`config.mk`:
```
export PLATFORM = sky130hd
export DESIGN_NAME = line_follow_steering_controller
export DESIGN_NICKNAME = d
export VERILOG_FILES = /design/src/hdl/lfsc_pkg.sv /design/src/hdl/lfsc_cfg_regs.sv /design/src/hdl/lfsc_track.sv /design/src/hdl/lfsc_steer.sv /design/src/hdl/line_follow_steering_controller.sv
export SDC_FILE = /design/constraint.sdc
export NUM_CORES = 1
export LEC_CHECK = 0
export BUFFER_PORTS_ARGS = -buffer_cell sky130_fd_sc_hd__buf_2
export CORE_MARGIN = 2
export CORE_UTILIZATION = 60
export CTS_CLUSTER_DIAMETER = 100
export DETAILED_ROUTE_END_ITERATION = 7
export PLACE_DENSITY = 0.88
export SYNTH_ARGS = -nofsm -noshare
export SYNTH_HDL_FRONTEND = slang
export SYNTH_SLANG_ARGS = --single-unit
```
`constraint.sdc`:
```
create_clock -name clk -period 25.1 [get_ports clk]
set_input_delay 5.02 -clock clk [delete_from_list [all_inputs] [get_ports clk]]
set_output_delay 5.02 -clock clk [all_outputs]
set_load 0.05 [all_outputs]
```
`src/hdl/lfsc_pkg.sv`:
```
// ----------------------------------------------------------------------------
// lfsc_pkg
// Shared types, codes and constants for the line-follow steering controller.
// ----------------------------------------------------------------------------
`default_nettype none

package lfsc_pkg;

  // frames after which a turn is abandoned
  localparam int unsigned TURN_LIMIT = 200;
  // steering clamp, Q8
  localparam int signed STEER_LIMIT_Q8 = 60 * 256;
  // floor(y/15) = (y*DIV15_RECIP) >> 16 for y < 2048
  localparam logic [12:0] DIV15_RECIP = 13'd4370;

  // configuration register indexes
  localparam logic [2:0] CFG_SPEED_FAST = 3'd0;
  localparam logic [2:0] CFG_SPEED_SLOW = 3'd1;
  localparam logic [2:0] CFG_SPEED_MIN  = 3'd2;
  localparam logic [2:0] CFG_GAIN_P     = 3'd3;
  localparam logic [2:0] CFG_GAIN_D     = 3'd4;

  // track status codes
  localparam logic [3:0] ST_GO     = 4'd0;
  localparam logic [3:0] ST_RIGHT1 = 4'd1;
  localparam logic [3:0] ST_RIGHT2 = 4'd2;
  localparam logic [3:0] ST_RIGHT3 = 4'd3;
  localparam logic [3:0] ST_LEFT1  = 4'd4;
  localparam logic [3:0] ST_LEFT2  = 4'd5;
  localparam logic [3:0] ST_LEFT3  = 4'd6;
  localparam logic [3:0] ST_LOST   = 4'd7;
  localparam logic [3:0] ST_CROSS  = 4'd8;
  localparam logic [3:0] ST_TURN   = 4'd9;
  localparam logic [3:0] ST_SEARCH = 4'd10;

  // turn mode codes as reported
  localparam logic [1:0] MODE_NORMAL = 2'd0;
  localparam logic [1:0] MODE_LEFT   = 2'd1;
  localparam logic [1:0] MODE_RIGHT  = 2'd2;

  // how the wheels are driven for a frame
  typedef enum logic [1:0] {
    DRIVE_PD     = 2'd0,
    DRIVE_SEARCH = 2'd1,
    DRIVE_LEFT   = 2'd2,
    DRIVE_RIGHT  = 2'd3
  } drive_t;

  typedef struct packed {
    logic [6:0]  speed_fast;
    logic [6:0]  speed_slow;
    logic [6:0]  speed_min;
    logic [11:0] gain_p;
    logic [11:0] gain_d;
  } cfg_t;

  // fields passed straight to the result
  typedef struct packed {
    logic [1:0] turn_mode;
    logic [7:0] turn_count;
    logic       beeper_on;
    logic [3:0] track_status;
  } tail_t;

  // decoded frame handed to the steering datapath
  typedef struct packed {
    drive_t            drive;
    logic signed [4:0] err;
    logic signed [5:0] diff;
    logic [3:0]        mag;
    tail_t             tail;
  } trk_t;

  // weight of one side's three outer sensors, outermost in the top bit
  function automatic logic [3:0] side_weight(input logic [2:0] idx);
    logic [3:0] w;
    case (idx)
      3'd0:    w = 4'd0;
      3'd1:    w = 4'd1;
      3'd2:    w = 4'd4;
      3'd3:    w = 4'd6;
      3'd4:    w = 4'd6;
      3'd5:    w = 4'd7;
      3'd6:    w = 4'd10;
      3'd7:    w = 4'd12;
      default: w = 4'd0;
    endcase
    return w;
  endfunction

endpackage

`default_nettype wire

```
`src/hdl/lfsc_cfg_regs.sv`:
```
// ----------------------------------------------------------------------------
// lfsc_cfg_regs
// Configuration register bank with write-only access.
// ----------------------------------------------------------------------------
`default_nettype none

module lfsc_cfg_regs import lfsc_pkg::*; (
  input  wire logic        clk,
  input  wire logic        rst,
  input  wire logic        cfg_we,
  input  wire logic [2:0]  cfg_index,
  input  wire logic [11:0] cfg_data,
  output cfg_t             cfg
);

  cfg_t regs;

  // register writes; unknown indexes are dropped
  always_ff @(posedge clk) begin
    if (rst) begin
      regs.speed_fast <= 7'd45;
      regs.speed_slow <= 7'd20;
      regs.speed_min  <= 7'd2;
      regs.gain_p     <= 12'd1485;
      regs.gain_d     <= 12'd768;
    end else if (cfg_we) begin
      case (cfg_index)
        CFG_SPEED_FAST: regs.speed_fast <= cfg_data[6:0];
        CFG_SPEED_SLOW: regs.speed_slow <= cfg_data[6:0];
        CFG_SPEED_MIN:  regs.speed_min  <= cfg_data[6:0];
        CFG_GAIN_P:     regs.gain_p     <= cfg_data;
        CFG_GAIN_D:     regs.gain_d     <= cfg_data;
        default: ;
      endcase
    end
  end

  assign cfg = regs;

endmodule

`default_nettype wire

```
`src/hdl/lfsc_track.sv`:
```
// ----------------------------------------------------------------------------
// lfsc_track
// Input register, turn and beeper machines, line error and status decode.
// ----------------------------------------------------------------------------
`default_nettype none

module lfsc_track import lfsc_pkg::*; (
  input  wire logic       clk,
  input  wire logic       rst,
  input  wire logic       in_valid,
  input  wire logic [7:0] in_sensors,
  output logic            in_ready,
  output logic            trk_valid,
  output trk_t            trk,
  input  wire logic       trk_ready
);

  typedef enum logic [2:0] {
    TURN_NONE  = 3'b001,
    TURN_LEFT  = 3'b010,
    TURN_RIGHT = 3'b100
  } turn_state_t;

  typedef enum logic [4:0] {
    BEEP_IDLE  = 5'b00001,
    BEEP_ENTRY = 5'b00010,
    BEEP_EXIT1 = 5'b00100,
    BEEP_GAP   = 5'b01000,
    BEEP_EXIT2 = 5'b10000
  } beep_phase_t;

  // input register
  logic       a_valid;
  logic [7:0] sensors;

  // frame state
  turn_state_t       turn_state, turn_state_next;
  logic [7:0]        turn_frames, turn_frames_next;
  logic              was_turning;
  beep_phase_t       beep_phase, beep_phase_next;
  logic [1:0]        beep_ticks, beep_ticks_next;
  logic              beep_level, beep_level_next;
  logic signed [4:0] last_good_error;
  logic              line_seen;
  logic signed [4:0] previous_error;

  // decode
  logic [2:0]        lcnt, rcnt;
  logic [3:0]        cnt;
  logic [8:0]        frame_inc;
  logic              turning;
  logic [2:0]        li, ri;
  logic signed [4:0] raw;
  logic [3:0]        raw_abs;
  logic signed [4:0] err;
  logic [3:0]        status;
  drive_t            drive;
  trk_t              trk_next;
  logic              b_ready;
  logic              advance;

  // handshake: each stage moves on when the next one has room
  assign b_ready  = !trk_valid || trk_ready;
  assign in_ready = !a_valid || b_ready;
  assign advance  = a_valid && b_ready;

  // lit sensors per side
  assign lcnt = {2'b0, sensors[0]} + {2'b0, sensors[1]} + {2'b0, sensors[2]}
              + {2'b0, sensors[3]};
  assign rcnt = {2'b0, sensors[4]} + {2'b0, sensors[5]} + {2'b0, sensors[6]}
              + {2'b0, sensors[7]};
  assign cnt  = {1'b0, lcnt} + {1'b0, rcnt};

  // right-angle turn machine
  always_comb begin
    turn_state_next  = turn_state;
    turn_frames_next = turn_frames;
    frame_inc        = '0;
    if (turn_state == TURN_NONE) begin
      if (lcnt >= 3'd3 && rcnt <= 3'd1) begin
        turn_state_next  = TURN_LEFT;
        turn_frames_next = '0;
      end else if (rcnt >= 3'd3 && lcnt <= 3'd1) begin
        turn_state_next  = TURN_RIGHT;
        turn_frames_next = '0;
      end
    end
    if (turn_state_next != TURN_NONE) begin
      frame_inc = {1'b0, turn_frames_next} + 9'd1;
      if (frame_inc > 9'(TURN_LIMIT)) begin
        turn_state_next = TURN_NONE;
        frame_inc       = '0;
      end else if (frame_inc <= 9'd3) begin
        // minimum turn length, no exit check
      end else if (turn_state_next == TURN_LEFT && sensors == 8'h01) begin
        turn_state_next = TURN_NONE;
        frame_inc       = '0;
      end else if (turn_state_next == TURN_RIGHT && sensors == 8'h80) begin
        turn_state_next = TURN_NONE;
        frame_inc       = '0;
      end
      turn_frames_next = frame_inc[7:0];
    end
  end

  assign turning = turn_state_next != TURN_NONE;

  // beeper: one beep on entry, two on exit
  always_comb begin
    beep_phase_next = beep_phase;
    beep_ticks_next = beep_ticks;
    beep_level_next = beep_level;
    if (turning && !was_turning) begin
      beep_phase_next = BEEP_ENTRY;
      beep_ticks_next = '0;
      beep_level_next = 1'b1;
    end
    if (!turning && was_turning) begin
      beep_phase_next = BEEP_EXIT1;
      beep_ticks_next = '0;
      beep_level_next = 1'b1;
    end
    if (beep_phase_next != BEEP_IDLE) begin
      beep_ticks_next = beep_ticks_next + 2'd1;
      case (beep_phase_next)
        BEEP_ENTRY: begin
          if (beep_ticks_next == 2'd3) begin
            beep_level_next = 1'b0;
            beep_phase_next = BEEP_IDLE;
          end
        end
        BEEP_EXIT1: begin
          if (beep_ticks_next >= 2'd2) begin
            beep_level_next = 1'b0;
            beep_phase_next = BEEP_GAP;
            beep_ticks_next = '0;
          end
        end
        BEEP_GAP: begin
          if (beep_ticks_next >= 2'd2) begin
            beep_level_next = 1'b1;
            beep_phase_next = BEEP_EXIT2;
            beep_ticks_next = '0;
          end
        end
        BEEP_EXIT2: begin
          if (beep_ticks_next >= 2'd2) begin
            beep_level_next = 1'b0;
            beep_phase_next = BEEP_IDLE;
          end
        end
        default: begin
          beep_phase_next = BEEP_IDLE;
          beep_ticks_next = '0;
          beep_level_next = 1'b0;
        end
      endcase
    end
  end

  // weighted line error, left minus right
  assign li      = {sensors[0], sensors[1], sensors[2]};
  assign ri      = {sensors[7], sensors[6], sensors[5]};
  assign raw     = $signed({1'b0, side_weight(li)}) - $signed({1'b0, side_weight(ri)});
  assign raw_abs = raw[4] ? 4'(-raw) : raw[3:0];
  assign err     = (cnt == 4'd0) ? last_good_error : raw;

  // drive kind and status
  always_comb begin
    drive = DRIVE_PD;
    if (turn_state_next == TURN_LEFT) begin
      drive  = DRIVE_LEFT;
      status = ST_TURN;
    end else if (turn_state_next == TURN_RIGHT) begin
      drive  = DRIVE_RIGHT;
      status = ST_TURN;
    end else if (cnt == 4'd0) begin
      if (line_seen) begin
        status = ST_LOST;
      end else begin
        drive  = DRIVE_SEARCH;
        status = ST_SEARCH;
      end
    end else if (cnt == 4'd8) begin
      status = ST_CROSS;
    end else if (raw_abs <= 4'd1) begin
      status = ST_GO;
    end else if (raw_abs <= 4'd3) begin
      status = raw[4] ? ST_LEFT1 : ST_RIGHT1;
    end else if (raw_abs <= 4'd7) begin
      status = raw[4] ? ST_LEFT2 : ST_RIGHT2;
    end else begin
      status = raw[4] ? ST_LEFT3 : ST_RIGHT3;
    end
  end

  // decoded frame
  always_comb begin
    trk_next.drive = drive;
    trk_next.err   = err;
    trk_next.diff  = 6'(err) - 6'(previous_error);
    trk_next.mag   = err[4] ? 4'(-err) : err[3:0];
    case (turn_state_next)
      TURN_LEFT:  trk_next.tail.turn_mode = MODE_LEFT;
      TURN_RIGHT: trk_next.tail.turn_mode = MODE_RIGHT;
      default:    trk_next.tail.turn_mode = MODE_NORMAL;
    endcase
    trk_next.tail.turn_count   = turn_frames_next;
    trk_next.tail.beeper_on    = beep_level_next;
    trk_next.tail.track_status = status;
  end

  // input register
  always_ff @(posedge clk) begin
    if (rst) begin
      a_valid <= 1'b0;
    end else if (in_ready) begin
      a_valid <= in_valid;
    end
    if (in_ready && in_valid) begin
      sensors <= in_sensors;
    end
  end

  // frame state and decoded output register
  always_ff @(posedge clk) begin
    if (rst) begin
      trk_valid       <= 1'b0;
      turn_state      <= TURN_NONE;
      turn_frames     <= '0;
      was_turning     <= 1'b0;
      beep_phase      <= BEEP_IDLE;
      beep_ticks      <= '0;
      beep_level      <= 1'b0;
      last_good_error <= '0;
      line_seen       <= 1'b0;
      previous_error  <= '0;
    end else begin
      if (b_ready) begin
        trk_valid <= a_valid;
      end
      if (advance) begin
        turn_state  <= turn_state_next;
        turn_frames <= turn_frames_next;
        was_turning <= turning;
        beep_phase  <= beep_phase_next;
        beep_ticks  <= beep_ticks_next;
        beep_level  <= beep_level_next;
        if (!turning && cnt != 4'd0) begin
          line_seen       <= 1'b1;
          last_good_error <= raw;
        end
        if (drive == DRIVE_PD) begin
          previous_error <= err;
        end
      end
    end
  end

  always_ff @(posedge clk) begin
    if (advance) begin
      trk <= trk_next;
    end
  end

endmodule

`default_nettype wire

```
`src/hdl/lfsc_steer.sv`:
```
// ----------------------------------------------------------------------------
// lfsc_steer
// PD steering datapath: gain products, clamp and curve slow-down, wheels.
// ----------------------------------------------------------------------------
`default_nettype none

module lfsc_steer import lfsc_pkg::*; (
  input  wire logic       clk,
  input  wire logic       rst,
  input  wire cfg_t       cfg,
  input  wire logic       trk_valid,
  input  wire trk_t       trk,
  output logic            trk_ready,
  output logic            out_valid,
  output logic [7:0]      left_speed,
  output logic [7:0]      right_speed,
  output tail_t           out_tail,
  input  wire logic       out_ready
);

  // stage C: products
  logic              c_valid;
  drive_t            c_drive;
  tail_t             c_tail;
  logic signed [18:0] c_steer;
  logic [13:0]       c_base_prod;

  // stage D: clamp and divide
  logic              d_valid;
  drive_t            d_drive;
  tail_t             d_tail;
  logic signed [14:0] d_steer;
  logic [6:0]        d_base;

  logic c_ready, d_ready, e_ready;

  logic signed [17:0] gp_ext, gd_ext, prod_p, prod_d;
  logic [6:0]         curve;
  logic [23:0]        div_prod;
  logic [6:0]         base_m;
  logic signed [16:0] base_q8, v_left, v_right;
  logic [7:0]         w_left, w_right, left_next, right_next;

  // handshake
  assign e_ready   = !out_valid || out_ready;
  assign d_ready   = !d_valid || e_ready;
  assign c_ready   = !c_valid || d_ready;
  assign trk_ready = c_ready;

  // steering products and speed product
  assign gp_ext = $signed({6'b0, cfg.gain_p});
  assign gd_ext = $signed({6'b0, cfg.gain_d});
  assign prod_p = gp_ext * 18'(trk.err);
  assign prod_d = gd_ext * 18'(trk.diff);
  assign curve  = 7'd120 - 7'(7'd7 * {3'b0, trk.mag});

  always_ff @(posedge clk) begin
    if (c_ready && trk_valid) begin
      c_drive     <= trk.drive;
      c_tail      <= trk.tail;
      c_steer     <= 19'(prod_p) + 19'(prod_d);
      c_base_prod <= {7'b0, cfg.speed_fast} * {7'b0, curve};
    end
  end

  // clamp steer; base = floor(prod/120) = floor(floor(prod/8)/15)
  assign div_prod = {2'b0, c_base_prod[13:3]} * {11'b0, DIV15_RECIP};

  always_ff @(posedge clk) begin
    if (d_ready && c_valid) begin
      d_drive <= c_drive;
      d_tail  <= c_tail;
      d_base  <= div_prod[22:16];
      if (c_steer > 19'(STEER_LIMIT_Q8)) begin
        d_steer <= 15'(STEER_LIMIT_Q8);
      end else if (c_steer < -19'(STEER_LIMIT_Q8)) begin
        d_steer <= -15'(STEER_LIMIT_Q8);
      end else begin
        d_steer <= c_steer[14:0];
      end
    end
  end

  // wheels: truncate toward zero, clamp to 0..speed_fast
  assign base_m  = (d_base < cfg.speed_min) ? cfg.speed_min : d_base;
  assign base_q8 = $signed({2'b0, base_m, 8'b0});
  assign v_left  = base_q8 - 17'(d_steer);
  assign v_right = base_q8 + 17'(d_steer);
  assign w_left  = v_left[16] ? 8'd0 : v_left[15:8];
  assign w_right = v_right[16] ? 8'd0 : v_right[15:8];

  always_comb begin
    case (d_drive)
      DRIVE_LEFT: begin
        left_next  = 8'd0;
        right_next = {1'b0, cfg.speed_slow};
      end
      DRIVE_RIGHT: begin
        left_next  = {1'b0, cfg.speed_slow};
        right_next = 8'd0;
      end
      DRIVE_SEARCH: begin
        left_next  = -{1'b0, cfg.speed_slow};
        right_next = {1'b0, cfg.speed_slow};
      end
      default: begin
        left_next  = (w_left > {1'b0, cfg.speed_fast}) ? {1'b0, cfg.speed_fast} : w_left;
        right_next = (w_right > {1'b0, cfg.speed_fast}) ? {1'b0, cfg.speed_fast}
                   : w_right;
      end
    endcase
  end

  // output register
  always_ff @(posedge clk) begin
    if (e_ready && d_valid) begin
      left_speed  <= left_next;
      right_speed <= right_next;
      out_tail    <= d_tail;
    end
  end

  // stage valids
  always_ff @(posedge clk) begin
    if (rst) begin
      c_valid   <= 1'b0;
      d_valid   <= 1'b0;
      out_valid <= 1'b0;
    end else begin
      if (c_ready) c_valid <= trk_valid;
      if (d_ready) d_valid <= c_valid;
      if (e_ready) out_valid <= d_valid;
    end
  end

endmodule

`default_nettype wire

```
`src/hdl/line_follow_steering_controller.sv`:
```
// ----------------------------------------------------------------------------
// line_follow_steering_controller
// Pipeline: a frame passes the input, decode, product and divide registers,
// then the output register, before m_tvalid rises.
// Throughput: one frame per cycle; each stage moves on when the next has room.
// Reset: empties the pipeline, clears turn, beeper and PD state and loads the
// default configuration.
// ----------------------------------------------------------------------------
`default_nettype none

module line_follow_steering_controller import lfsc_pkg::*; (
  input  wire logic        clk,
  input  wire logic        rst,
  // input frames
  input  wire logic        s_tvalid,
  output logic             s_tready,
  input  wire logic [7:0]  s_tdata,   // [7:0] sensors
  // results
  output logic             m_tvalid,
  input  wire logic        m_tready,
  output logic [31:0]      m_tdata,   // [7:0] left_speed, [15:8] right_speed,
                                      // [17:16] turn_mode, [25:18] turn_count,
                                      // [26] beeper_on, [30:27] track_status
  // configuration
  input  wire logic        cfg_we,
  input  wire logic [2:0]  cfg_index,
  input  wire logic [11:0] cfg_data
);

  cfg_t       cfg;
  logic       trk_valid, trk_ready;
  trk_t       trk;
  logic [7:0] left_speed, right_speed;
  tail_t      tail;

  lfsc_cfg_regs u_cfg (
    .clk       (clk),
    .rst       (rst),
    .cfg_we    (cfg_we),
    .cfg_index (cfg_index),
    .cfg_data  (cfg_data),
    .cfg       (cfg)
  );

  lfsc_track u_track (
    .clk        (clk),
    .rst        (rst),
    .in_valid   (s_tvalid),
    .in_sensors (s_tdata),
    .in_ready   (s_tready),
    .trk_valid  (trk_valid),
    .trk        (trk),
    .trk_ready  (trk_ready)
  );

  lfsc_steer u_steer (
    .clk         (clk),
    .rst         (rst),
    .cfg         (cfg),
    .trk_valid   (trk_valid),
    .trk         (trk),
    .trk_ready   (trk_ready),
    .out_valid   (m_tvalid),
    .left_speed  (left_speed),
    .right_speed (right_speed),
    .out_tail    (tail),
    .out_ready   (m_tready)
  );

  // result packing, first field lowest
  assign m_tdata = {1'b0, tail.track_status, tail.beeper_on, tail.turn_count,
                    tail.turn_mode, right_speed, left_speed};

endmodule

`default_nettype wire
```
==> results of run 1 <==
-- state kept, by name, indices dropped and copies added (netlist names), 2 cells and up, named ones only --
register                 flops
u_steer.d_tail              15
u_steer.c_base_prod         11
u_steer.c_tail              15
u_track.beep_phase           5
u_cfg.cfg                   45
u_steer.c_steer             19
u_steer.out_tail            15
u_steer.d_steer             15
u_steer.left_speed           8
u_track.beep_ticks           2
u_steer.c_drive              2
u_steer.d_drive              2
u_steer.d_base               7
u_track.sensors              8
u_track.turn_frames          8
u_steer.right_speed          8
u_track.trk                 31
u_track.turn_state           3
u_track.previous_error       5
u_track.last_good_error      5
-- metal layers --
| layer | vias up | part of all wire, % |
|---|---|---|
| met4 | 0 | 3.3 |
| li1 | 6771 | - |
| met5 | - | 0 |
| met1 | 6843 | 41 |
| met2 | 511 | 49 |
| met3 | 94 | 6.7 |
-- metrics by stage --
stage | setup WS [ns] | cell area [µm²] | std cells | hold WS (ns)
4_1_cts | 13.80 | 21030 | 2470 | 0.4188
5_1_grt | 13.74 | 21030 | 2470 | 0.4234
6_report | 13.80 | 21030 | 2470 | 0.4189
3_3_place_gp | 13.82 | 20180 | 2420 | 0.4012
2_1_floorplan | 14.09 | 19510 | 1974 | 0.4003
3_5_place_dp | 13.77 | 20180 | 2420 | 0.4045
-- how the worst max path moves through the flow --
| stage | start | to | slack [ns] | cells past startpoint |
|---|---|---|---|---|
| finish | m_tready | s_tready | 13.80 | 5 |
| detailed placement | m_tready | s_tready | 13.77 | 5 |
| floorplan | m_tready | s_tready | 14.09 | 4 |
| CTS | m_tready | s_tready | 13.80 | 5 |
| global placement | m_tready | s_tready | 13.82 | 5 |
| global route | m_tready | s_tready | 13.74 | 5 |
-- worst reg2reg max path, stage by stage, from the launching register on --
cell       delay, ns
edfxtp_1        0.71
nand2b_1        0.18
fa_1            0.53
fa_1            0.52
fa_1            0.54
inv_1           0.05
fa_1            0.48
ha_1            0.31
a21o_1          0.17
a21oi_1         0.21
o21ai_0         0.16
a211o_1         0.34
a31oi_1         0.20
xnor2_1         0.17
fa_1            0.46
inv_1           0.11
fa_1            0.47
fa_1            0.55
inv_1           0.04
ha_1            0.29
ha_1            0.36
and2_1          0.20
a31oi_1         0.18
o31ai_1         0.13
o41ai_1         0.57
o2111ai_1       0.23
a21oi_1         0.22
xnor2_1         0.08
-- cells in the mapped netlist (all sizes together) (17+ instances only) --
cell / instances
xnor2: 60
a31oi: 19
a21o: 26
ha: 239
nand3b: 17
o21a: 18
clkbuf: 48
dfxtp: 89
nor3: 23
xor2: 22
nand3: 24
and2: 84
o21ai: 54
nand2b: 30
nor2: 133
fa: 130
inv: 251
nand2: 201
nor2b: 20
mux2i: 36
a21oi: 94
edfxtp: 156
-- cell families after synthesis --
group / Yosys count / synth area share (%)
compound gates: 319 / 10.92
xor+xnor: 82 / 3.682
fa+ha+maj: 373 / 28.88
buf+inv: 314 / 6.170
flops: 245 / 33.15
mux: 44 / 2.309
other cells: 1 / 0.01922
simple gates: 595 / 14.87
-- layout make-up --
type / instances / share of cell area [%]
Tap cell: 442 / 2.629
Timing Repair Buffer: 66 / 1.642
Inverter: 252 / 4.497
Clock inverter: 16 / 0.6543
Sequential cell: 245 / 30.74
Clock buffer: 34 / 3.385
Multi-Input combinational cell: 1415 / 56.45
==> run metrics, run 1 <==
vias in the first global route 14380; FF-to-FF setup slack 16.38 ns; measured slew at the worst slew-check pin 1.126 ns; Sequential Area 6466 µm²; diodes inserted 0; first-pass GRT wire length 69.41 mm; r2r startpoint u_track.trk[24]; Post-Route WL 41.87 mm; worst path cell trace buf_2 -> nor2b_1 -> and3_1 -> nand3_1 -> buf_2; Area Overhead vs Synth 7.825%; Final Hold Viols 0; PortBufs 60; Crit path top cell by count buf_2; chip height 184.3 µm; Sink Count 245; post-cts sizing count 0; CTS tree built; crit-path max cell delay 0.42 ns; post-layout util 65.14%; crit start category input port; clock-pin slew on the worst setup and hold paths 0.06 ns; met3 usage 3.557%; fillers 2357; top-area cell type share of the netlist area 24.01%; GRT met2 Usage 43.73%; footprint of the multi-input gates 11870 µm²; gr ovfl total 0; Hold Path Origin u_steer.c_tail[7]; total CTS buffers 27; Worst R2R End u_steer.c_steer[18]; via count 14220; Final min period 11.30 ns; commonest non-fill, non-tap cell in the layout inv_1; Setup Skew 0.01220 ns; Post-synth EDFFs 156; delay-heaviest family, CP simple AND/OR/NAND/NOR gates; top cells by area, synth edfxtp_1 (24%), ha_1 (15%), fa_1 (13%); CTS Buffer Depth 3; setup bufs post-CTS 0; clk root buf clkbuf_16; Hold Path Cell Cnt 0; M1 GR Usage 32.47%; Post-synth ARST share 0%; status finished, final reports clean; gr busiest metal met2; Max Cap Viol 0; fin. max-slew vios 0; synthesized instance count 1973; Post-CTS Hold Fix Bufs 0; worst-path maximum fanout 5; Detail Placement HPWL 31.33 mm; CORE AREA 32290 µm²; WL/cell 16.95 µm; Relative slew margins 23.00%; cell accounting for the most synthesized area edfxtp_1; Synth warnings 0; most frequent cells in the layout inv_1 (250), ha_1 (239), nand2_1 (201); H-tree depth 1; antenna viol nets, final 0; Ports 62; RePlAce Congestion 0.9311; fmax 88.52 MHz; die area 33970 µm²; Final nets 2404; kind of critical path in -> out; synthesis-stage register bit count 245; Rows 66; RSZ-0062 raised after global routing no; Pre-antenna DRT Iters 5; Residual DRC 0; worst skew pair latency 0.55 ns; antenna violations before repair 0; post-synth cell types 78; Post-Synthesis Cell Area 19510 µm²; CP max stage cell nor2b_1; hold endpoint u_steer.d_tail[7]; ys flop type edfxtp_1; DR vias/cell 5.757; largest net degree at the start of global routing 83; GRT Resource Usage Total 25.31%; share of layout cells above drive strength 1 7.298%; CP Capture Type output pin; Worst Hold Class reg -> reg; final setup violation count 0; Syn Area/Cell 9.887 µm²; DR iter-0 viols 1068; WP data required 20.08 ns; Starting Density 60.42%; part of the cycle the worst path needs 45.01%; register area share after synthesis 33.15%; worst reg-to-reg path cell count 27; setup TNS 0 ns; Worst Path Arrival 6.28 ns; buffers plus inverters on the worst setup path 2; DIE WIDTH 184.3 µm
Power of run 1 is left out: the tool's default activity adds up to more than one toggle a clock period on the data nets, which glitch-free logic cannot reach.
==> inputs of run 2 (changes only) <==
==> constraint.sdc (replaced) <==
create_clock -name clk -period 11.6 [get_ports clk]
set_input_delay 2.32 -clock clk [delete_from_list [all_inputs] [get_ports clk]]
set_output_delay 2.32 -clock clk [all_outputs]
set_load 0.05 [all_outputs]
==> run metrics, run 2 (synthesis gave the netlist of run 1 again) <==
fin. max-slew vios 0; Post-Route WL 42.78 mm; commonest non-fill, non-tap cell in the layout inv_1; RSZ-0062 raised after global routing no; Starting Density 60.42%; largest net degree at the start of global routing 83; Detail Placement HPWL 32.56 mm; DR vias/cell 5.858; PortBufs 60; Relative slew margins 27.48%; measured slew at the worst slew-check pin 1.084 ns; Rows 66; met3 wire len 2.998 mm; CTS tree built; part of the cycle the worst path needs 74.16%; Final Hold Viols 0; worst-path maximum fanout 14; GRT Resource Usage Total 25.89%; RePlAce Congestion 0.9480; Max Cap Viol 0; chip height 184.3 µm; Setup Skew 0.01545 ns; DR top layer met4; DIE WIDTH 184.3 µm; gr ovfl total 0; CTS Buffer Depth 3; Sink Count 245; CP Capture Type flip-flop; antenna viol nets, final 0; met1 wire length 17.05 mm; clock-pin slew on the worst setup and hold paths 0.06 ns; routed wl met2 21.19 mm; Final nets 2405; fmax 116.3 MHz; final setup violation count 0; Area Overhead vs Synth 8.402%; diodes inserted 0; clk root buf clkbuf_16; post-cts sizing count 0; first-pass GRT wire length 70.68 mm; H-tree depth 1; status finished, final reports clean; fillers 2435; die area 33970 µm²; kind of critical path reg -> reg; share of layout cells above drive strength 1 7.738%; Ports 62; setup bufs post-CTS 0; most frequent cells in the layout inv_1 (250), ha_1 (239), nand2_1 (201); crit start category flip-flop; Final min period 8.602 ns; setup TNS 0 ns; vias in the first global route 14810; WP data required 11.89 ns; total CTS buffers 27; Post-CTS Hold Fix Bufs 0; worst skew pair latency 0.56 ns; Worst Path Arrival 8.90 ns; Worst Hold Class reg -> reg; CORE AREA 32290 µm²; antenna violations before repair 0; DR iter-0 viols 1242; via count 14470; Residual DRC 0; max reg flops 45; WL/cell 17.31 µm; Pre-antenna DRT Iters 5
[run 2: final timing paths]
path,start,to,slack (ns),cells after the start
worst max-delay path,u_track.trk[24],u_steer.c_steer[18],3.00,27
worst min-delay path,u_steer.d_tail[0],u_steer.out_tail[0],0.42,0
worst max register to register,u_track.trk[24],u_steer.c_steer[18],3.00,27
worst min register to register,u_steer.d_tail[0],u_steer.out_tail[0],0.42,0
[run 2: through the flow]
stage	std cells	instance area (µm²)	setup WS, ns	hold slack (ns)	util, %
detailed placement	2421	20190	3.166	0.4045	62.54
finish	2471	21150	2.998	0.4190	65.49
floorplan	1974	19510	3.668	0.4003	-
global route	2471	21150	2.640	0.4237	65.49
CTS	2471	21150	3.076	0.4177	65.49
global placement	2421	20190	3.370	0.4019	62.54
[run 2: per-layer routing]
metal / vias to the layer above / global-route usage (%)
met4: 0 / 10.46
met2: 570 / 45.55
met3: 129 / 4.051
li1: 6757 / -
met1: 7018 / 31.79
met5: - / 0
[run 2: layout make-up]
type	instances	area (µm²)	share of cell area (%)
multi-input combinational	1415	11870	56.15
sequential	245	6466	30.58
inverter	252	945.9	4.473
clock buffer	33	759.5	3.592
tap	442	553.0	2.615
timing repair buffer	67	352.8	1.669
clock inverter	17	195.2	0.9230
[run 2: worst max-delay path, cell delays in order, from the launching register on]
cell and delay, ns:
edfxtp_1 0.67, nand2b_1 0.16, fa_1 0.52, fa_1 0.52, fa_1 0.54, inv_1 0.05, fa_1 0.48, ha_1 0.31
a21o_1 0.17, a21oi_1 0.20, o21ai_0 0.15, a211o_1 0.33, a31oi_1 0.21, xnor2_1 0.16, fa_1 0.44, inv_1 0.08
fa_1 0.43, fa_1 0.54, inv_1 0.04, ha_1 0.30, ha_1 0.36, and2_1 0.19, a31oi_1 0.16, o31ai_1 0.12
o41ai_1 0.63, o2111ai_1 0.22, a21oi_1 0.24, xnor2_1 0.11
Power of run 2 is left out for the same reason.
